`src/rtl/core/stereo_peak_true_peak_rms_meter_defines.svh`:
```
// Assertion macros shared by the meter RTL.
`ifndef STEREO_PEAK_TRUE_PEAK_RMS_METER_DEFINES_SVH
`define STEREO_PEAK_TRUE_PEAK_RMS_METER_DEFINES_SVH

// The condition must hold whenever the trigger holds in the same cycle.
`define SPM_ASSERT_NOW(lbl, clk, rst, trig, cond) \
   lbl: assert property (@(posedge clk) disable iff (rst) (trig) |-> (cond)) \
      else $error("meter assertion failed");

// The condition must hold in the cycle after the trigger.
`define SPM_ASSERT_NEXT(lbl, clk, rst, trig, cond) \
   lbl: assert property (@(posedge clk) disable iff (rst) (trig) |=> (cond)) \
      else $error("meter assertion failed");

`endif

```
`src/rtl/core/spm_pkg.sv`:
```
// Types, constants and interpolation weights for the stereo meter.
`default_nettype none
package spm_pkg;
   localparam int SAMPLE_W = 24;
   localparam int SUM_BITS = 63;
   localparam int ACC_W    = 32;

   typedef enum logic [1:0] {ST_IDLE, ST_RUN, ST_ROOT} top_state_type;
   typedef enum logic [1:0] {ROOT_IDLE, ROOT_DIV, ROOT_SQRT, ROOT_DONE} root_state_type;

   typedef struct packed {
      logic       active;
      logic [1:0] step;
      logic       count_it;
      logic       fill_full;
      logic       clear;
   } lane_ctrl_type;

   // Lagrange weights in 1/128 units for phases 1/4, 1/2 and 3/4.
   function automatic logic signed [7:0] interp_weight(input logic [1:0] phase,
                                                       input logic [1:0] tap);
      logic signed [7:0] w;
      w = 8'sd0;
      case ({phase, tap})
         4'h0: w = -8'sd7;
         4'h1: w = 8'sd105;
         4'h2: w = 8'sd35;
         4'h3: w = -8'sd5;
         4'h4: w = -8'sd8;
         4'h5: w = 8'sd72;
         4'h6: w = 8'sd72;
         4'h7: w = -8'sd8;
         4'h8: w = -8'sd5;
         4'h9: w = 8'sd35;
         4'hA: w = 8'sd105;
         4'hB: w = -8'sd7;
         default: w = 8'sd0;
      endcase
      return w;
   endfunction
endpackage
`default_nettype wire

```
`src/rtl/core/spm_root.sv`:
```
// Bit-serial mean (restoring divide) followed by digit-by-digit square root.
`default_nettype none
module spm_root #(
   parameter int FRAME_BITS = 17
) (
   input  logic                         clock,
   input  logic                         reset,
   input  logic                         start,
   input  logic [spm_pkg::SUM_BITS-1:0] numer,
   input  logic [FRAME_BITS-1:0]        denom,
   output logic                         done,
   output logic [spm_pkg::SAMPLE_W-1:0] root
);
   import spm_pkg::*;

   localparam int RW = SUM_BITS + 1;

   root_state_type      state_ff, state_in;
   logic [5:0]          cnt_ff, cnt_in;
   logic [FRAME_BITS-1:0] rem_ff, rem_in, den_ff, den_in;
   logic [SUM_BITS-1:0] quo_ff, quo_in;
   logic [RW-1:0]       rt_ff, rt_in, bit_ff, bit_in;
   logic [FRAME_BITS:0] trial;
   logic                ge;
   logic [RW-1:0]       cand;

   always_ff @(posedge clock) begin
      if (reset) begin
         state_ff <= ROOT_IDLE;
         cnt_ff <= '0;
      end else begin
         state_ff <= state_in;
         cnt_ff <= cnt_in;
      end
   end

   always_ff @(posedge clock) begin
      rem_ff <= rem_in;
      den_ff <= den_in;
      quo_ff <= quo_in;
      rt_ff <= rt_in;
      bit_ff <= bit_in;
   end

   always_comb begin
      state_in = state_ff;
      cnt_in = cnt_ff;
      rem_in = rem_ff;
      den_in = den_ff;
      quo_in = quo_ff;
      rt_in = rt_ff;
      bit_in = bit_ff;
      trial = {rem_ff, quo_ff[SUM_BITS-1]};
      ge = trial >= {1'b0, den_ff};
      cand = rt_ff + bit_ff;
      if (start) begin
         state_in = ROOT_DIV;
         cnt_in = '0;
         rem_in = '0;
         den_in = denom;
         quo_in = numer;
      end else begin
         case (state_ff)
            ROOT_DIV: begin
               // The numerator shifts out at the top while quotient bits enter below.
               rem_in = ge ? FRAME_BITS'(trial - {1'b0, den_ff}) : FRAME_BITS'(trial);
               quo_in = {quo_ff[SUM_BITS-2:0], ge};
               cnt_in = cnt_ff + 6'd1;
               if (cnt_ff == 6'(SUM_BITS - 1)) begin
                  state_in = ROOT_SQRT;
                  cnt_in = '0;
                  rt_in = '0;
                  bit_in = RW'(1) << (SUM_BITS - 1);
               end
            end
            ROOT_SQRT: begin
               if ({1'b0, quo_ff} >= cand) begin
                  quo_in = SUM_BITS'({1'b0, quo_ff} - cand);
                  rt_in = (rt_ff >> 1) + bit_ff;
               end else begin
                  rt_in = rt_ff >> 1;
               end
               bit_in = bit_ff >> 2;
               cnt_in = cnt_ff + 6'd1;
               if (cnt_ff == 6'd31) state_in = ROOT_DONE;
            end
            ROOT_IDLE, ROOT_DONE: begin
            end
            default: state_in = ROOT_IDLE;
         endcase
      end
   end

   assign done = (state_ff == ROOT_DONE);
   assign root = rt_ff[SAMPLE_W-1:0];
endmodule
`default_nettype wire
```
`config.mk`:
```
export PLATFORM = sky130hd
export DESIGN_NAME = spm_root
export DESIGN_NICKNAME = d
export VERILOG_FILES = /design/src/rtl/core/stereo_peak_true_peak_rms_meter_defines.svh /design/src/rtl/core/spm_pkg.sv /design/src/rtl/core/spm_root.sv
export SDC_FILE = /design/constraint.sdc
export NUM_CORES = 1
export LEC_CHECK = 0
export ABC_CLOCK_PERIOD_IN_PS = 12240
export BUFFER_PORTS_ARGS = -buffer_cell sky130_fd_sc_hd__buf_2
export CAP_MARGIN = 20
export CORE_UTILIZATION = 40
export CTS_BUF_LIST = sky130_fd_sc_hd__clkbuf_8
export CTS_CLUSTER_DIAMETER = 30
export DETAILED_ROUTE_END_ITERATION = 12
export HOLD_SLACK_MARGIN = 0.12
export MAX_ROUTING_LAYER = met4
export SETUP_SLACK_MARGIN = 0.4
export SLEW_MARGIN = 10
export SYNTH_ARGS = -nofsm -noshare
export SYNTH_HDL_FRONTEND = slang
export SYNTH_SLANG_ARGS = --single-unit
```
`constraint.sdc`:
```
create_clock -name clock -period 12.24 [get_ports clock]
set_input_delay 0 -clock clock [delete_from_list [all_inputs] [get_ports clock]]
set_output_delay 0 -clock clock [all_outputs]
set_load 0.05 [all_outputs]
```
[After elaboration in Yosys (flattened, before gate mapping)]
Cells that the tools add are included.
Cells by class
  equality and inequality tests: 10
  reductions and logical operators: 7
  shift operators: 0
  div/mod/pow operators: 0
  magnitude comparators: 2
  add/sub/neg operators: 5
  muxes and demuxes: 15
  bitwise logic cells: 1
  $mul: 0
Operators by type and width (count)
  64-bit case mux with 2 select lines: 2
  64-bit 2-to-1 mux: 3
  63-bit 2-to-1 mux: 2
  63-bit case mux with 2 select lines: 1
  63-bit by 64-bit adder with 64-bit output: 1
  64-bit adder: 1
  63-bit by 64-bit greater-or-equal comparator with 1-bit output: 1
  63-bit subtractor: 1
  18-bit by 17-bit greater-or-equal comparator with 1-bit output: 1
  17-bit 2-to-1 mux: 1
  17-bit subtractor: 1
  6-bit case mux with 2 select lines: 1
  3-bit != test, second input constant: 3
  3-bit AND reduction: 3
  6-bit by 1-bit adder with 6-bit output, second input constant: 1
  6-bit by 5-bit == test with 1-bit output, second input constant: 1
  6-bit == test, second input constant: 1
  6-bit 2-to-1 mux: 1
  2-bit == test, second input constant: 2
  2-bit 2-to-1 mux: 2
  2-bit != test, second input constant: 2
  2-bit case mux with 2 select lines: 1
  3-bit nonzero test: 1
  2-bit by 1-bit == test with 1-bit output, second input constant: 1
  other kinds (5): 5
Storage, ports and cells
  output and inout bits: 25
  bits in latches: 0
  memories kept: 0
  flip-flop bits (word level): 233
  ROM bits: 0
  bits in writable memories: 0
  word-level logic and storage cells: 48

[Logic depth before layout (Yosys ltp)]
  depth in word-level cells: 5
  gate-level depth with buffers: 26

[Worst setup path before layout]
No wires, ideal clock.
  kind: register to register
  from: reg rt_ff[10]
  to: reg quo_ff[0], enable pin
  setup slack: 2.489 ns
  stages on the path, launching flop included: 23
  buffers on the path: 2
  data arrival time: 9.181 ns
  cell sequence: edfxtp_1 -> ha_1 -> nand2_1 -> o32ai_1 -> a22oi_1 -> a2111oi_2 -> o21ai_0 -> o31a_1 -> o21ai_1 -> a21boi_0 -> xor2_1 -> ha_1 -> and2_0 -> nand4_1 -> or4_1 -> o22ai_1 -> a211oi_1 -> nor3b_1 -> o21ai_2 -> o21ai_2 -> buf_6 -> buf_2 -> o21ai_0
On the way
  longest elaborated chain between the ends: 4
RTL lines
  from (decl): line spm_root.sv:22  | logic [RW-1:0] rt_ff, rt_in, bit_ff, bit_in;
  from (signal assigned): line spm_root.sv:41  | rt_ff <= rt_in;
  64-bit adder: line spm_root.sv:55  | cand = rt_ff + bit_ff;
  63-bit by 64-bit greater-or-equal comparator with 1-bit output: line spm_root.sv:77  | if ({1'b0, quo_ff} >= cand) begin
  3-bit != test (no line)
  2-bit AND reduction (no line)
  to (signal assigned): line spm_root.sv:40  | quo_ff <= quo_in;
  to (decl): line spm_root.sv:21  | logic [SUM_BITS-1:0] quo_ff, quo_in;
No other way between the ends.
A chain may end at the register's enable or synchronous reset.

[Worst setup path in the final report]
  from: reg rt_ff[14]
  to: reg rt_ff[9] (data pin)
On the way
  longest elaborated chain between the ends: 4
RTL lines
  64-bit adder: line spm_root.sv:55
  63-bit by 64-bit greater-or-equal comparator with 1-bit output: line spm_root.sv:77
  64-bit 2-to-1 mux: line spm_root.sv:77
  64-bit case mux with 2 select lines: line spm_root.sv:63  | case (state_ff)
No other way between the ends.

==> results list <==
- Nature of the critical path endpoint: flop
* Global-route wire length before repair: 86800 um
- Counting buffers and inverters, the worst setup path is 22 cells deep.
- Entering global routing, the biggest net connects 80 pins.
* Max-slew headroom at the worst pin: 0.278
- In this run the count of I/O pins placed on the die edge is 108.
* Starting DRC count in detailed routing: 1106
* CTS max path bufs: 3
* Share of post-route cells with drive strength above 1: 0.109
- The worst path meets setup with 5.30 ns of slack.
- Flop and latch count out of synthesis: 201
- Max frequency: 144 MHz
* Global-route congestion overflow total: 0
* Critical path cell sequence: ha_1 -> nand4_1 -> o32ai_1 -> a22oi_1 -> a2111oi_2 -> o21ai_0 -> o31a_1 -> o21ai_1 -> a21boi_0 -> xor2_1 -> ha_1 -> and2_0 -> nand4_1 -> or4_1 -> o22ai_1 -> a211oi_1 -> nor3b_1 -> o21ai_2 -> o21a_2 -> buf_4 -> a21oi_1 -> a31o_2
- CP max stage cell: sky130_fd_sc_hd__a2111oi_2
- Synthesis produced a netlist with a net count of 2359.
- Floorplan core area: 44500 um2
- In this run, CTS created clock tree buffers numbering 58.
- Once detail routing completed, the nets flagged for antenna violations numbered 0.
* Number of nets in the layout: 2523
* Worst-path fanout max: 75
- Clock latency of the later-clocked register in the worst-skew pair: 0.67 ns
- Area grow syn2layout: 17.9%
- 0 antenna diodes ended up in the layout.
- Pwr/cell area: 131 nW/um2
- Global-route usage over all layers: 0.241
- The final route contains 16700 vias.
- Sequential-to-total area share from yosys stat: 0.318
* Total die area: 46300 um2
* Worst setup slack before clock tree synthesis: 5.40 ns
- Worst-margin pin slew: 1.08 ns
- Across all hold checks on the routed design, the worst slack comes to 0.174 ns.
- Number of flops mapped to enable cells by yosys: 176
- DRT Wirelength: 54900 um
- Final setup skew: 0.0318 ns
- The count of buffers added on input and output ports is 107.
- Count of buffer and inverter cells on the critical path: 1
* WS Path Type: reg -> reg
- Remaining design rule violation count: 0
- Number of warnings issued by yosys: 0
- Cell count after synthesis: 2123
- The library cell used most frequently in the layout, excluding fill and tap cells, is sky130_fd_sc_hd__nand2_1.
* Initial Util: 0.409
- The tree is rooted in a sky130_fd_sc_hd__clkbuf_8.
- The die is 215 um tall.
* Mapped Area: 18200 um2
- The wire-length estimate of the detail-placed layout is 39700 um.
* Most common flop cell mapped by yosys: sky130_fd_sc_hd__edfxtp_1
- Post-synth cell types: 78
- Initial antenna violation count: 0
- Worst min path class: in -> reg
- The analysis attributes to cell leakage a power of 8.38 nW.
* Result of the run: finished clean
- Counting instances, the worst hold path has a depth of 4.
* Crit-path leading delay family: compound AO/OA/AOI/OAI gates
* Worst voltage drop across the vdd grid: 0.000113 V
* Delay of the slowest critical-path stage: 0.60 ns
- For the worst setup path, the data required time is 12.64 ns.
- At the worst endpoint, the arrival time is 7.35 ns.
* Via/cell ratio: 5.71
* Final Setup Violations: 0
- H-tree depth: 2
- Number of endpoints with negative hold slack in the final report: 0
- For this design, the sink count on the clock tree is 201.
- Setup repair after global routing left no endpoint under its margin.
* Cell count of the worst reg-to-reg path: 22
- Chip width: 215 um
- Avg WL per Cell: 18.7 um
- Fraction of synthesis flops using an asynchronous set or reset pin: 0
- In this run the core area contains 77 standard-cell rows.
- Final-report max-slew violation count: 0
- 1st-pass router iterations: 6
- Dividing the final minimum period by the clock period gives 0.567.
* Crit start category: flop
- Fin util: 0.482
- Vias in the first global route: 16200
* Commonest cells after routing, fill and taps aside: sky130_fd_sc_hd__nand2_1, sky130_fd_sc_hd__edfxtp_1, sky130_fd_sc_hd__a21oi_1
* Final RePlAce weighted congestion: 0.957
* Setup TNS Final: 0 ns
* Mean instance size in the synthesized netlist: 8.57 um2
* Max_cap viols: 0
- TritonCTS built the clock tree.
- Subtracting the final worst setup slack from the clock period gives 6.94 ns.
* Gates resized, CTS repair: 0
- After clock tree synthesis, the clock-pin slew on the worst setup and hold paths is 0.05 ns.
==> synthesized netlist by cell type, types with 16 or more instances <==
master | count | area, um2
sky130_fd_sc_hd__inv_1 | 69 | 259
sky130_fd_sc_hd__mux2i_1 | 45 | 450
sky130_fd_sc_hd__a21o_1 | 66 | 495
sky130_fd_sc_hd__clkbuf_1 | 64 | 240
sky130_fd_sc_hd__nor2_1 | 162 | 608
sky130_fd_sc_hd__nand3_1 | 53 | 265
sky130_fd_sc_hd__xor2_1 | 78 | 683
sky130_fd_sc_hd__buf_4 | 29 | 218
sky130_fd_sc_hd__nor2b_1 | 31 | 194
sky130_fd_sc_hd__and2_1 | 46 | 288
sky130_fd_sc_hd__or3_1 | 16 | 100
sky130_fd_sc_hd__xnor2_1 | 80 | 701
sky130_fd_sc_hd__dfxtp_1 | 25 | 500
sky130_fd_sc_hd__nand4_1 | 40 | 250
sky130_fd_sc_hd__edfxtp_1 | 176 | 5290
sky130_fd_sc_hd__nand2_1 | 208 | 781
sky130_fd_sc_hd__nor3_1 | 42 | 210
sky130_fd_sc_hd__o31ai_1 | 16 | 120
sky130_fd_sc_hd__nand2b_1 | 21 | 131
sky130_fd_sc_hd__buf_2 | 19 | 95.1
sky130_fd_sc_hd__ha_1 | 151 | 1890
sky130_fd_sc_hd__a21oi_1 | 164 | 821
sky130_fd_sc_hd__o21a_1 | 32 | 240
sky130_fd_sc_hd__a211oi_1 | 57 | 428
sky130_fd_sc_hd__a31oi_1 | 74 | 463
sky130_fd_sc_hd__o21ai_0 | 143 | 716
sky130_fd_sc_hd__o21bai_1 | 25 | 188
sky130_fd_sc_hd__o211ai_1 | 16 | 120
==> worst min-delay path: stages <==
cell and delay [ns]:
sky130_fd_sc_hd__dlygate4sd3_1 0.52, sky130_fd_sc_hd__buf_2 0.09, sky130_fd_sc_hd__nand2_1 0.04, sky130_fd_sc_hd__o21ai_0 0.07
==> per-stage QoR <==
stage	std cells	power [mW]	cell area [um2]
after global placement	2714	1.66	19000
after global routing	2928	2.97	21400
after CTS	2927	2.83	21400
after floorplan	2123	1.47	18200
final	2928	2.81	21400
after detailed placement	2714	1.66	19000
==> flip-flops by register name, summed over array words and instances (netlist names) <==
register / cells
bit_ff: 32
state_ff: 2
quo_ff: 63
rt_ff: 64
cnt_ff: 6
rem_ff: 17
den_ff: 17
==> power by group <==
group | leakage (nW) | switching (mW) | internal (mW)
logic | 5.73 | 0.498 | 0.335
registers | 1.92 | 0.0470 | 0.808
clock network | 0.732 | 0.402 | 0.724
total | 8.38 | 0.946 | 1.87
==> final cells by class <==
class / count / area (um2)
fillers: 4346 / 23100
multi-input cells: 1733 / 11600
flip-flops and latches: 201 / 5790
repair buffers: 223 / 1680
clock buffers: 62 / 853
well taps: 592 / 741
clock inverters: 47 / 538
inverters: 70 / 263
==> what timing repair did <==
action / 4_1_cts / 5_1_grt
setup buffers: 0 / 0
hold buffers: 104 / 0
hold endpoints to repair: 123 / 0
==> kinds of logic after synthesis <==
group                    after synthesis  synth area share
AO/OA/AOI/OAI                        698             0.248
AND/OR/NAND/NOR                      679             0.180
flip-flops                           201             0.318
buffers and inverters                189            0.0471
XOR/XNOR                             158            0.0761
adder cells (fa/ha/maj)              153             0.106
multiplexers                          45            0.0248
==> final timing paths <==
kind             start          to  slack, ns
max          rt_ff[14]    rt_ff[9]       5.30
min reg2reg  rem_ff[6]   rem_ff[6]       0.51
max reg2reg  rt_ff[14]    rt_ff[9]       5.30
min          numer[56]  quo_ff[56]       0.17
==> per-layer routing <==
layer,vias up,wire length [um],global-route usage
li1,8246,-,-
met1,7923,24600,0.300
met2,454,25600,0.391
met3,99,3080,0.0425
met4,0,1640,0.0908
met5,-,0,-
No activity file was read; power rests on OpenSTA's default activity.
