===== config.mk =====
export PLATFORM = sky130hd
export DESIGN_NAME = spm_lane
export DESIGN_NICKNAME = d
export VERILOG_FILES = /design/src/rtl/core/stereo_peak_true_peak_rms_meter_defines.svh /design/src/rtl/core/spm_pkg.sv /design/src/rtl/core/spm_lane.sv
export SDC_FILE = /design/constraint.sdc
export NUM_CORES = 2
export LEC_CHECK = 0
export ABC_CLOCK_PERIOD_IN_PS = 29400
export BUFFER_PORTS_ARGS = -buffer_cell sky130_fd_sc_hd__buf_2
export CORE_MARGIN = 4
export CORE_UTILIZATION = 50
export DETAILED_ROUTE_END_ITERATION = 8
export GPL_ROUTABILITY_DRIVEN = 0
export GPL_TIMING_DRIVEN = 0
export PLACE_DENSITY = 0.65
export SYNTH_ARGS = -nofsm -noshare
export SYNTH_HDL_FRONTEND = slang
export SYNTH_SLANG_ARGS = --single-unit

===== constraint.sdc =====
create_clock -name clock -period 29.4 [get_ports clock]
set_input_delay 5.88 -clock clock [delete_from_list [all_inputs] [get_ports clock]]
set_output_delay 5.88 -clock clock [all_outputs]
set_load 0.02 [all_outputs]

===== src/rtl/core/stereo_peak_true_peak_rms_meter_defines.svh =====
// Assertion macros shared by the meter RTL.
`ifndef STEREO_PEAK_TRUE_PEAK_RMS_METER_DEFINES_SVH
`define STEREO_PEAK_TRUE_PEAK_RMS_METER_DEFINES_SVH

// The condition must hold whenever the trigger holds in the same cycle.
`define SPM_ASSERT_NOW(lbl, clk, rst, trig, cond) \
   lbl: assert property (@(posedge clk) disable iff (rst) (trig) |-> (cond)) \
      else $error("meter assertion failed");

// The condition must hold in the cycle after the trigger.
`define SPM_ASSERT_NEXT(lbl, clk, rst, trig, cond) \
   lbl: assert property (@(posedge clk) disable iff (rst) (trig) |=> (cond)) \
      else $error("meter assertion failed");

`endif


===== src/rtl/core/spm_pkg.sv =====
// Types, constants and interpolation weights for the stereo meter.
`default_nettype none
package spm_pkg;
   localparam int SAMPLE_W = 24;
   localparam int SUM_BITS = 63;
   localparam int ACC_W    = 32;

   typedef enum logic [1:0] {ST_IDLE, ST_RUN, ST_ROOT} top_state_type;
   typedef enum logic [1:0] {ROOT_IDLE, ROOT_DIV, ROOT_SQRT, ROOT_DONE} root_state_type;

   typedef struct packed {
      logic       active;
      logic [1:0] step;
      logic       count_it;
      logic       fill_full;
      logic       clear;
   } lane_ctrl_type;

   // Lagrange weights in 1/128 units for phases 1/4, 1/2 and 3/4.
   function automatic logic signed [7:0] interp_weight(input logic [1:0] phase,
                                                       input logic [1:0] tap);
      logic signed [7:0] w;
      w = 8'sd0;
      case ({phase, tap})
         4'h0: w = -8'sd7;
         4'h1: w = 8'sd105;
         4'h2: w = 8'sd35;
         4'h3: w = -8'sd5;
         4'h4: w = -8'sd8;
         4'h5: w = 8'sd72;
         4'h6: w = 8'sd72;
         4'h7: w = -8'sd8;
         4'h8: w = -8'sd5;
         4'h9: w = 8'sd35;
         4'hA: w = 8'sd105;
         4'hB: w = -8'sd7;
         default: w = 8'sd0;
      endcase
      return w;
   endfunction
endpackage
`default_nettype wire


===== src/rtl/core/spm_lane.sv =====
// One channel: sample peak, interpolated true peak, sum of squares and history.
`default_nettype none
module spm_lane (
   input  logic                                clock,
   input  logic                                reset,
   input  spm_pkg::lane_ctrl_type              ctrl,
   input  logic signed [spm_pkg::SAMPLE_W-1:0] sample,
   output logic [spm_pkg::SAMPLE_W-1:0]        peak,
   output logic [spm_pkg::SAMPLE_W-1:0]        true_peak,
   output logic [spm_pkg::SUM_BITS-1:0]        square_sum
);
   import spm_pkg::*;

   logic [SAMPLE_W-1:0]        peak_ff, peak_in;
   logic [SAMPLE_W-1:0]        tpeak_ff, tpeak_in;
   logic [SUM_BITS-1:0]        sum_ff, sum_in;
   logic [2*SAMPLE_W-1:0]      prod_ff;
   logic signed [SAMPLE_W-1:0] hist_ff [3];
   logic signed [SAMPLE_W-1:0] taps [4];
   logic signed [ACC_W-1:0]    acc;
   logic signed [SAMPLE_W:0]   shifted;
   logic [SAMPLE_W:0]          interp_mag;
   logic [SAMPLE_W-1:0]        abs_x;
   logic [1:0]                 phase;

   always_comb begin
      abs_x = sample[SAMPLE_W-1] ? SAMPLE_W'(-sample) : SAMPLE_W'(sample);
      taps[0] = hist_ff[0];
      taps[1] = hist_ff[1];
      taps[2] = hist_ff[2];
      taps[3] = sample;
      phase = ctrl.step - 2'd1;
      acc = '0;
      for (int t = 0; t < 4; t++) begin
         acc = acc + ACC_W'(interp_weight(phase, 2'(t))) * ACC_W'(taps[t]);
      end
      // Dropping the low seven bits of a two's complement value floors it.
      shifted = acc[SAMPLE_W+7:7];
      interp_mag = shifted[SAMPLE_W] ? (SAMPLE_W+1)'(-shifted) : (SAMPLE_W+1)'(shifted);

      peak_in = peak_ff;
      tpeak_in = tpeak_ff;
      sum_in = sum_ff;
      if (ctrl.clear) begin
         peak_in = '0;
         tpeak_in = '0;
         sum_in = '0;
      end else if (ctrl.active) begin
         if (ctrl.step == 2'd0) begin
            if (abs_x > peak_ff) peak_in = abs_x;
            if (abs_x > tpeak_ff) tpeak_in = abs_x;
         end else begin
            if (ctrl.fill_full && interp_mag > {1'b0, tpeak_ff}) begin
               tpeak_in = interp_mag[SAMPLE_W-1:0];
            end
            if (ctrl.step == 2'd1 && ctrl.count_it) begin
               sum_in = sum_ff + SUM_BITS'(prod_ff);
            end
         end
      end
   end

   always_ff @(posedge clock) begin
      if (reset) begin
         peak_ff <= '0;
         tpeak_ff <= '0;
         sum_ff <= '0;
         for (int i = 0; i < 3; i++) hist_ff[i] <= '0;
      end else begin
         peak_ff <= peak_in;
         tpeak_ff <= tpeak_in;
         sum_ff <= sum_in;
         if (ctrl.active && ctrl.step == 2'd3) begin
            hist_ff[0] <= hist_ff[1];
            hist_ff[1] <= hist_ff[2];
            hist_ff[2] <= sample;
         end
      end
   end

   always_ff @(posedge clock) begin
      prod_ff <= (2*SAMPLE_W)'(sample * sample);
   end

   assign peak = peak_ff;
   assign true_peak = tpeak_ff;
   assign square_sum = sum_ff;
endmodule
`default_nettype wire


# Word-level counts from Yosys, hierarchy flattened
# Memories as Yosys holds them, arrays and structs flattened.
# Index checks and enable logic that the tools add are counted.
op_classes:
  n_eq_ne: 5
  order_cmp: 3
  add_sub_neg: 7
  n_reduce_logical: 10
  n_bitwise: 4
  multipliers: 5
  muxes: 17
op_table:
  columns: ["cell", "count"]
  rows:
  - ["two-way mux 24 bit", 7]
  - ["multiplier 8 x 24 -> 32 bit", 4]
  - ["adder 32 bit", 3]
  - ["adder 63 x 48 -> 63 bit", 1]
  - ["greater-than comparator 24 bit", 2]
  - ["multiplier 24 x 24 -> 48 bit", 1]
  - ["one-hot mux 8 bit (3 select lines)", 2]
  - ["one-hot mux 7 bit (3 select lines)", 2]
  - ["greater-than comparator 25 x 24 -> 1 bit", 1]
  - ["two-way mux 25 bit", 1]
  - ["negation 25 bit", 1]
  - ["negation 24 bit", 1]
  - ["AND reduction 3 bit", 3]
  - ["two-way mux 1 bit", 5]
  - ["== test 2 x 1 -> 1 bit (second input constant)", 2]
  - ["== test 2 bit (second input constant)", 2]
  - ["zero test 2 bit", 2]
  - ["logical AND 1 bit", 3]
  - ["OR 1 bit", 3]
  - ["inequality test 2 x 1 -> 1 bit (second input constant)", 1]
  - ["nonzero test 2 bit", 1]
  - ["OR reduction 2 bit", 1]
  - ["subtractor 2 x 1 -> 2 bit (second input constant)", 1]
  - ["NOT 1 bit", 1]
word_totals:
  wordCells: 56
  out_inout_bits: 111
  in_bits: 32
  ff_bits: 159
  mem_count: 1
  mem_bits_rw: 72
memory_table:
  columns: ["name", "depth", "word_bits", "read_ports", "rd_ports_with_merged_regs", "write_ports", "line_no", "text"]
  rows:
  - ["hist_ff", 3, 24, 3, 0, 3, "spm_lane.sv:18", "logic signed [SAMPLE_W-1:0] hist_ff [3];"]

# Depth between registers and ports, before layout
logic_depth:
  word_depth: 13
  depth_mapped: 48
  ltp_nobuf: 41

# Worst setup path after synthesis
# No wires, ideal clock.
synth_timing:
  path_type: "input -> register"
  startpoint: "in ctrl[3] (netlist name)"
  endpoint: "reg tpeak_ff[15] (netlist: true_peak[15])"
  t_arrival_ps: 16406
  t_required_ps: 29330
  stages: 44
  setup_ps: 70
  setup_slack_ps: 12924
  path_cell_list: "buf_2 -> inv_1 -> buf_1 -> ha_1 -> clkbuf_1 -> inv_1 -> clkbuf_1 -> buf_1 -> nand2_1 -> inv_1 -> fa_1 -> inv_1 -> fa_1 -> fa_1 -> inv_1 -> fa_1 -> fa_1 -> fa_1 -> (+8 left out) -> a311o_1 -> nand3_1 -> a21boi_1 -> o311a_1 -> nor3_2 -> mux2_2 -> ha_1 -> nor2b_1 -> o21a_1 -> o21a_1 -> o21a_1 -> o21a_1 -> o21ai_0 -> a21oi_1 -> o21ai_0 -> o21ai_2 -> nor3_1 -> o2bb2ai_1"
synth_via:
  elab_chain_len: 13
  elab_cells_between_ends: 25
  cone_classes: "add/sub: 5; mul: 4; order compare: 1; eq/ne: 3; mux: 7; reduce/logical: 5"
synth_rtl:
  columns: ["element", "line_no", "text"]
  rows:
  - ["from (decl)", "spm_lane.sv:6", "input spm_pkg::lane_ctrl_type ctrl,"]
  - ["subtractor 2 x 1 -> 2 bit", "spm_lane.sv:32", "phase = ctrl.step - 2'd1;"]
  - ["== test 2 bit, or another cell as far along", "spm_pkg.sv:24", "case ({phase, tap})"]
  - ["one-hot mux 8 bit (3 select lines) / one-hot mux 7 bit (3 select lines) (equally long branches)", "spm_pkg.sv:24", null]
  - ["multiplier 8 x 24 -> 32 bit", "spm_lane.sv:35", "acc = acc + ACC_W'(interp_weight(phase, 2'(t))) * ACC_W'(taps[t]);"]
  - ["adder 32 bit (3 in series)", "spm_lane.sv:35", null]
  - ["negation 25 bit", "spm_lane.sv:39", "interp_mag = shifted[SAMPLE_W] ? (SAMPLE_W+1)'(-shifted) : (SAMPLE_W+1)'(shifted);"]
  - ["two-way mux 25 bit", "spm_lane.sv:39", null]
  - ["greater-than comparator 25 x 24 -> 1 bit", "spm_lane.sv:53", "if (ctrl.fill_full && interp_mag > {1'b0, tpeak_ff}) begin"]
  - ["logical AND 1 bit", "spm_lane.sv:53", null]
  - ["nonzero test 2 bit (no source line)", null, null]
  - ["AND reduction 3 bit (no source line)", null, null]
  - ["to (signal assigned)", "spm_lane.sv:71", "tpeak_ff <= tpeak_in;"]
  - ["to (decl)", "spm_lane.sv:15", "logic [SAMPLE_W-1:0] tpeak_ff, tpeak_in;"]
# Parallel ways exist; a longest one is shown, timed or not. The select of a mux whose other input is x is not followed.
# A chain may end at the register's enable or synchronous reset.

# Final worst setup path
# Ends and elaborated chain as after synthesis.

==> results.py <==
metrics = {
    "outcome": {
        "status": "complete, no violations",
    },
    "route": {
        "dr.pass1.iters": 6,
        "drt_drc_violations_left": 0,
        "drt-total-wl_um": 160000,
        "num_vias": 39800,
        "wl_per_cell_um": 21.9,
        "vias_per_cell": 5.46,
        "detail-route-antenna-nets": 0,
        "drt_iter0_drc": 3046,
    },
    "grt": {
        "use_met1_pct": 38.3,
        "grt_max_degree": 43,
        "met3_usage_pct": 6.92,
        "grt_first_pass_wirelength_um": 246000,
        "grt.busiest_layer": "met2",
        "grt_pass1_vias": 41600,
        "grt_usage_pct": 29.0,
        "grt_use_met2_pct": 46.7,
        "antenna_found_initial": 9,
        "overflow": 0,
    },
    "synthesis": {
        "syn_area_per_cell_um2": 9.41,
        "async_reset_ff_share_pct": 0,
        "synth_nets": 7389,
        "synth_flop_cell": "dfxtp_1",
        "yosysTopAreaCell": "fa_1",
        "ys_seq_area_share_pct": 9.95,
        "syn_area_mm2": 0.0535,
        "synth_cell_types": 85,
        "ys_seq_elements": 230,
        "synthCells": 5691,
        "yosysTopAreaCellShare_pct": 41.4,
        "yosys-top-cells-area": "fa_1 41%, ha_1 13%, inv_1 10%, dfxtp_1 5.9%, and2_1 4.7%",
        "synth-edff-count": 72,
        "synth_warnings": 0,
    },
    "timing": {
        "max_freq_mhz": 47.8,
        "setup_ws_ns": 8.49,
        "max_slew_margin_pct": 19.1,
        "tightest_slew_ns": 1.21,
        "tns_ns": 0,
        "drv_slew": 0,
        "rsz0062_at_grt": "no",
        "hold_violations": 0,
        "fin_skew_ns": 0.0201,
        "setup_viol": 0,
        "min_period_over_period_pct": 71.1,
        "period_minus_slack_ns": 20.91,
    },
    "worst_setup_path": {
        "critical_path_class": "in2reg",
        "r2r_slack_ns": 17.54,
        "crit_path_top_delay_cell": "clkbuf_1",
        "crit_fanout": 10,
        "crit_family": "buffers and inverters",
        "critPathMostFrequentCell": "fa_1",
        "crit_buf_inv": 16,
        "required_ns": 29.95,
        "cpPeakStageDelay_ns": 0.92,
        "cp-end-kind": "register",
        "crit_path_start_kind": "primary input",
        "crit_arrival_ns": 21.46,
    },
    "layout": {
        "stdcell_area_mm2": 0.0570,
        "area_growth_syn_to_layout_pct": 6.40,
        "final_cell_mix": "1429 x inv_1, 1106 x fa_1, 560 x ha_1, 400 x and2_1, 380 x nand2_1",
        "nets": 7560,
        "final_common_cell": "inv_1",
        "final_util_pct": 53.8,
        "drive_gt1_share_pct": 4.37,
    },
    "job": {
        "max_cap_violations": 0,
    },
    "cts": {
        "h-tree-depth": 1,
        "clock_path_buffers": 3,
        "cts_setup_buffers": 0,
        "cts-root-buf": "clkbuf_16",
        "ctsHoldBuffers": 0,
        "cts_tree": "yes",
        "cts_sinks": 230,
        "clk_pin_slew_worst_paths_ns": 0.06,
        "cts_buffers": 30,
        "ctsResizeCount": 0,
        "clock_latency_ns": 0.62,
    },
    "floorplanning": {
        "start_util_pct": 50.6,
        "io_pins": 143,
        "rows": 119,
        "die_w_um": 335,
        "coreArea_mm2": 0.106,
        "die_area_mm2": 0.112,
        "die_h_um": 335,
    },
    "placement": {
        "dp_slack_ns": 8.35,
        "portBuffers": 137,
        "dpl.hpwl_um": 136000,
        "placed_cell_area_mm2": 0.0560,
    },
    "worst_hold_path": {
        "min_path_type": "reg2reg",
    },
}
-- registers in the layout, summed over array words and instances, names as in the netlist --
register / cells
square_sum: 63
prod_ff: 47
peak: 24
true_peak: 24
hist_ff: 72
-- final cells by class --
type / count / area (µm²)
Multi-Input combinational cell: 3833 / 42100
Antenna cell: 5 / 12.5
Clock inverter: 17 / 155
Timing Repair Buffer: 139 / 711
Fill cell: 9714 / 48900
Tap cell: 1391 / 1740
Inverter: 1436 / 5390
Sequential cell: 230 / 5330
Buffer: 192 / 758
Clock buffer: 38 / 801
-- through the flow --
step                      hold slack [ns]  cells
after global placement              0.464   7219
final                               0.482   7281
after detailed placement            0.464   7220
after floorplan                     0.546   5691
after global routing                0.490   7276
after CTS                           0.479   7275
-- path summary, 6_finish.rpt --
kind | cells past startpoint | to | from
setup / recovery | 47 | true_peak[15] | ctrl[3]
hold / removal | 2 | square_sum[17] | square_sum[17]
setup reg to reg | 36 | true_peak[15] | hist_ff[0][5]
hold reg to reg | 2 | square_sum[17] | square_sum[17]
-- routing by layer --
layer  vias to the layer above  share of wire [%]
li1                      17800                  -
met1                     20100                 40
met2                      1534                 46
met3                       325                9.5
met4                         6                4.4
met5                         -              0.026
-- Yosys cell counts (5+ instances only) --
cell / count
fa_1: 1106
a31oi_1: 19
nor4_1: 27
o22ai_1: 11
or4_1: 6
nand4b_1: 5
o21a_1: 26
mux2i_1: 28
nor2b_1: 46
o21ai_0: 113
nand3b_1: 5
and2_1: 400
nand3_1: 48
a21o_1: 88
o21bai_1: 14
nor3_1: 44
dfxtp_1: 158
or3_1: 30
nand2b_1: 37
ha_1: 560
nand2_1: 380
or2_2: 30
o41ai_1: 9
nor2_1: 197
xor2_1: 45
a31o_2: 7
a21oi_1: 168
inv_1: 1429
clkbuf_1: 172
nand4_1: 32
and3_1: 37
a211oi_1: 47
o2bb2ai_1: 6
o211ai_1: 10
xnor2_1: 147
a22oi_1: 5
o32ai_1: 10
o31ai_1: 19
a2111oi_0: 8
buf_1: 12
edfxtp_1: 72
-- cell families (layout without fill, tap and decap cells) --
| group | Yosys count | after routing | synth area share [%] |
|---|---|---|---|
| adders and majority gates | 1666 | 1666 | 54.4 |
| other | 0 | 5 | 0 |
| muxes | 32 | 32 | 0.608 |
| xor gates and xnor gates | 194 | 194 | 3.22 |
| buffers and inverters | 1628 | 1822 | 11.5 |
| and+or+nand+nor | 1339 | 1339 | 12.9 |
| DFF | 230 | 230 | 9.95 |
| AOI/OAI and AO/OA | 602 | 602 | 7.43 |
-- worst reg2reg max path, delay by kind of cell, from the launching register on --
family | cells | cell delay (ns)
adder cells (fa/ha/maj) | 10 | 4.71
AO/OA/AOI/OAI | 12 | 2.97
AND/OR/NAND/NOR | 7 | 2.50
flip-flops | 1 | 0.49
XOR/XNOR | 1 | 0.26
buffers and inverters | 6 | 0.86
Power is not shown: default switching activity piles up to over one toggle a cycle in this logic, so the estimate is an artifact.
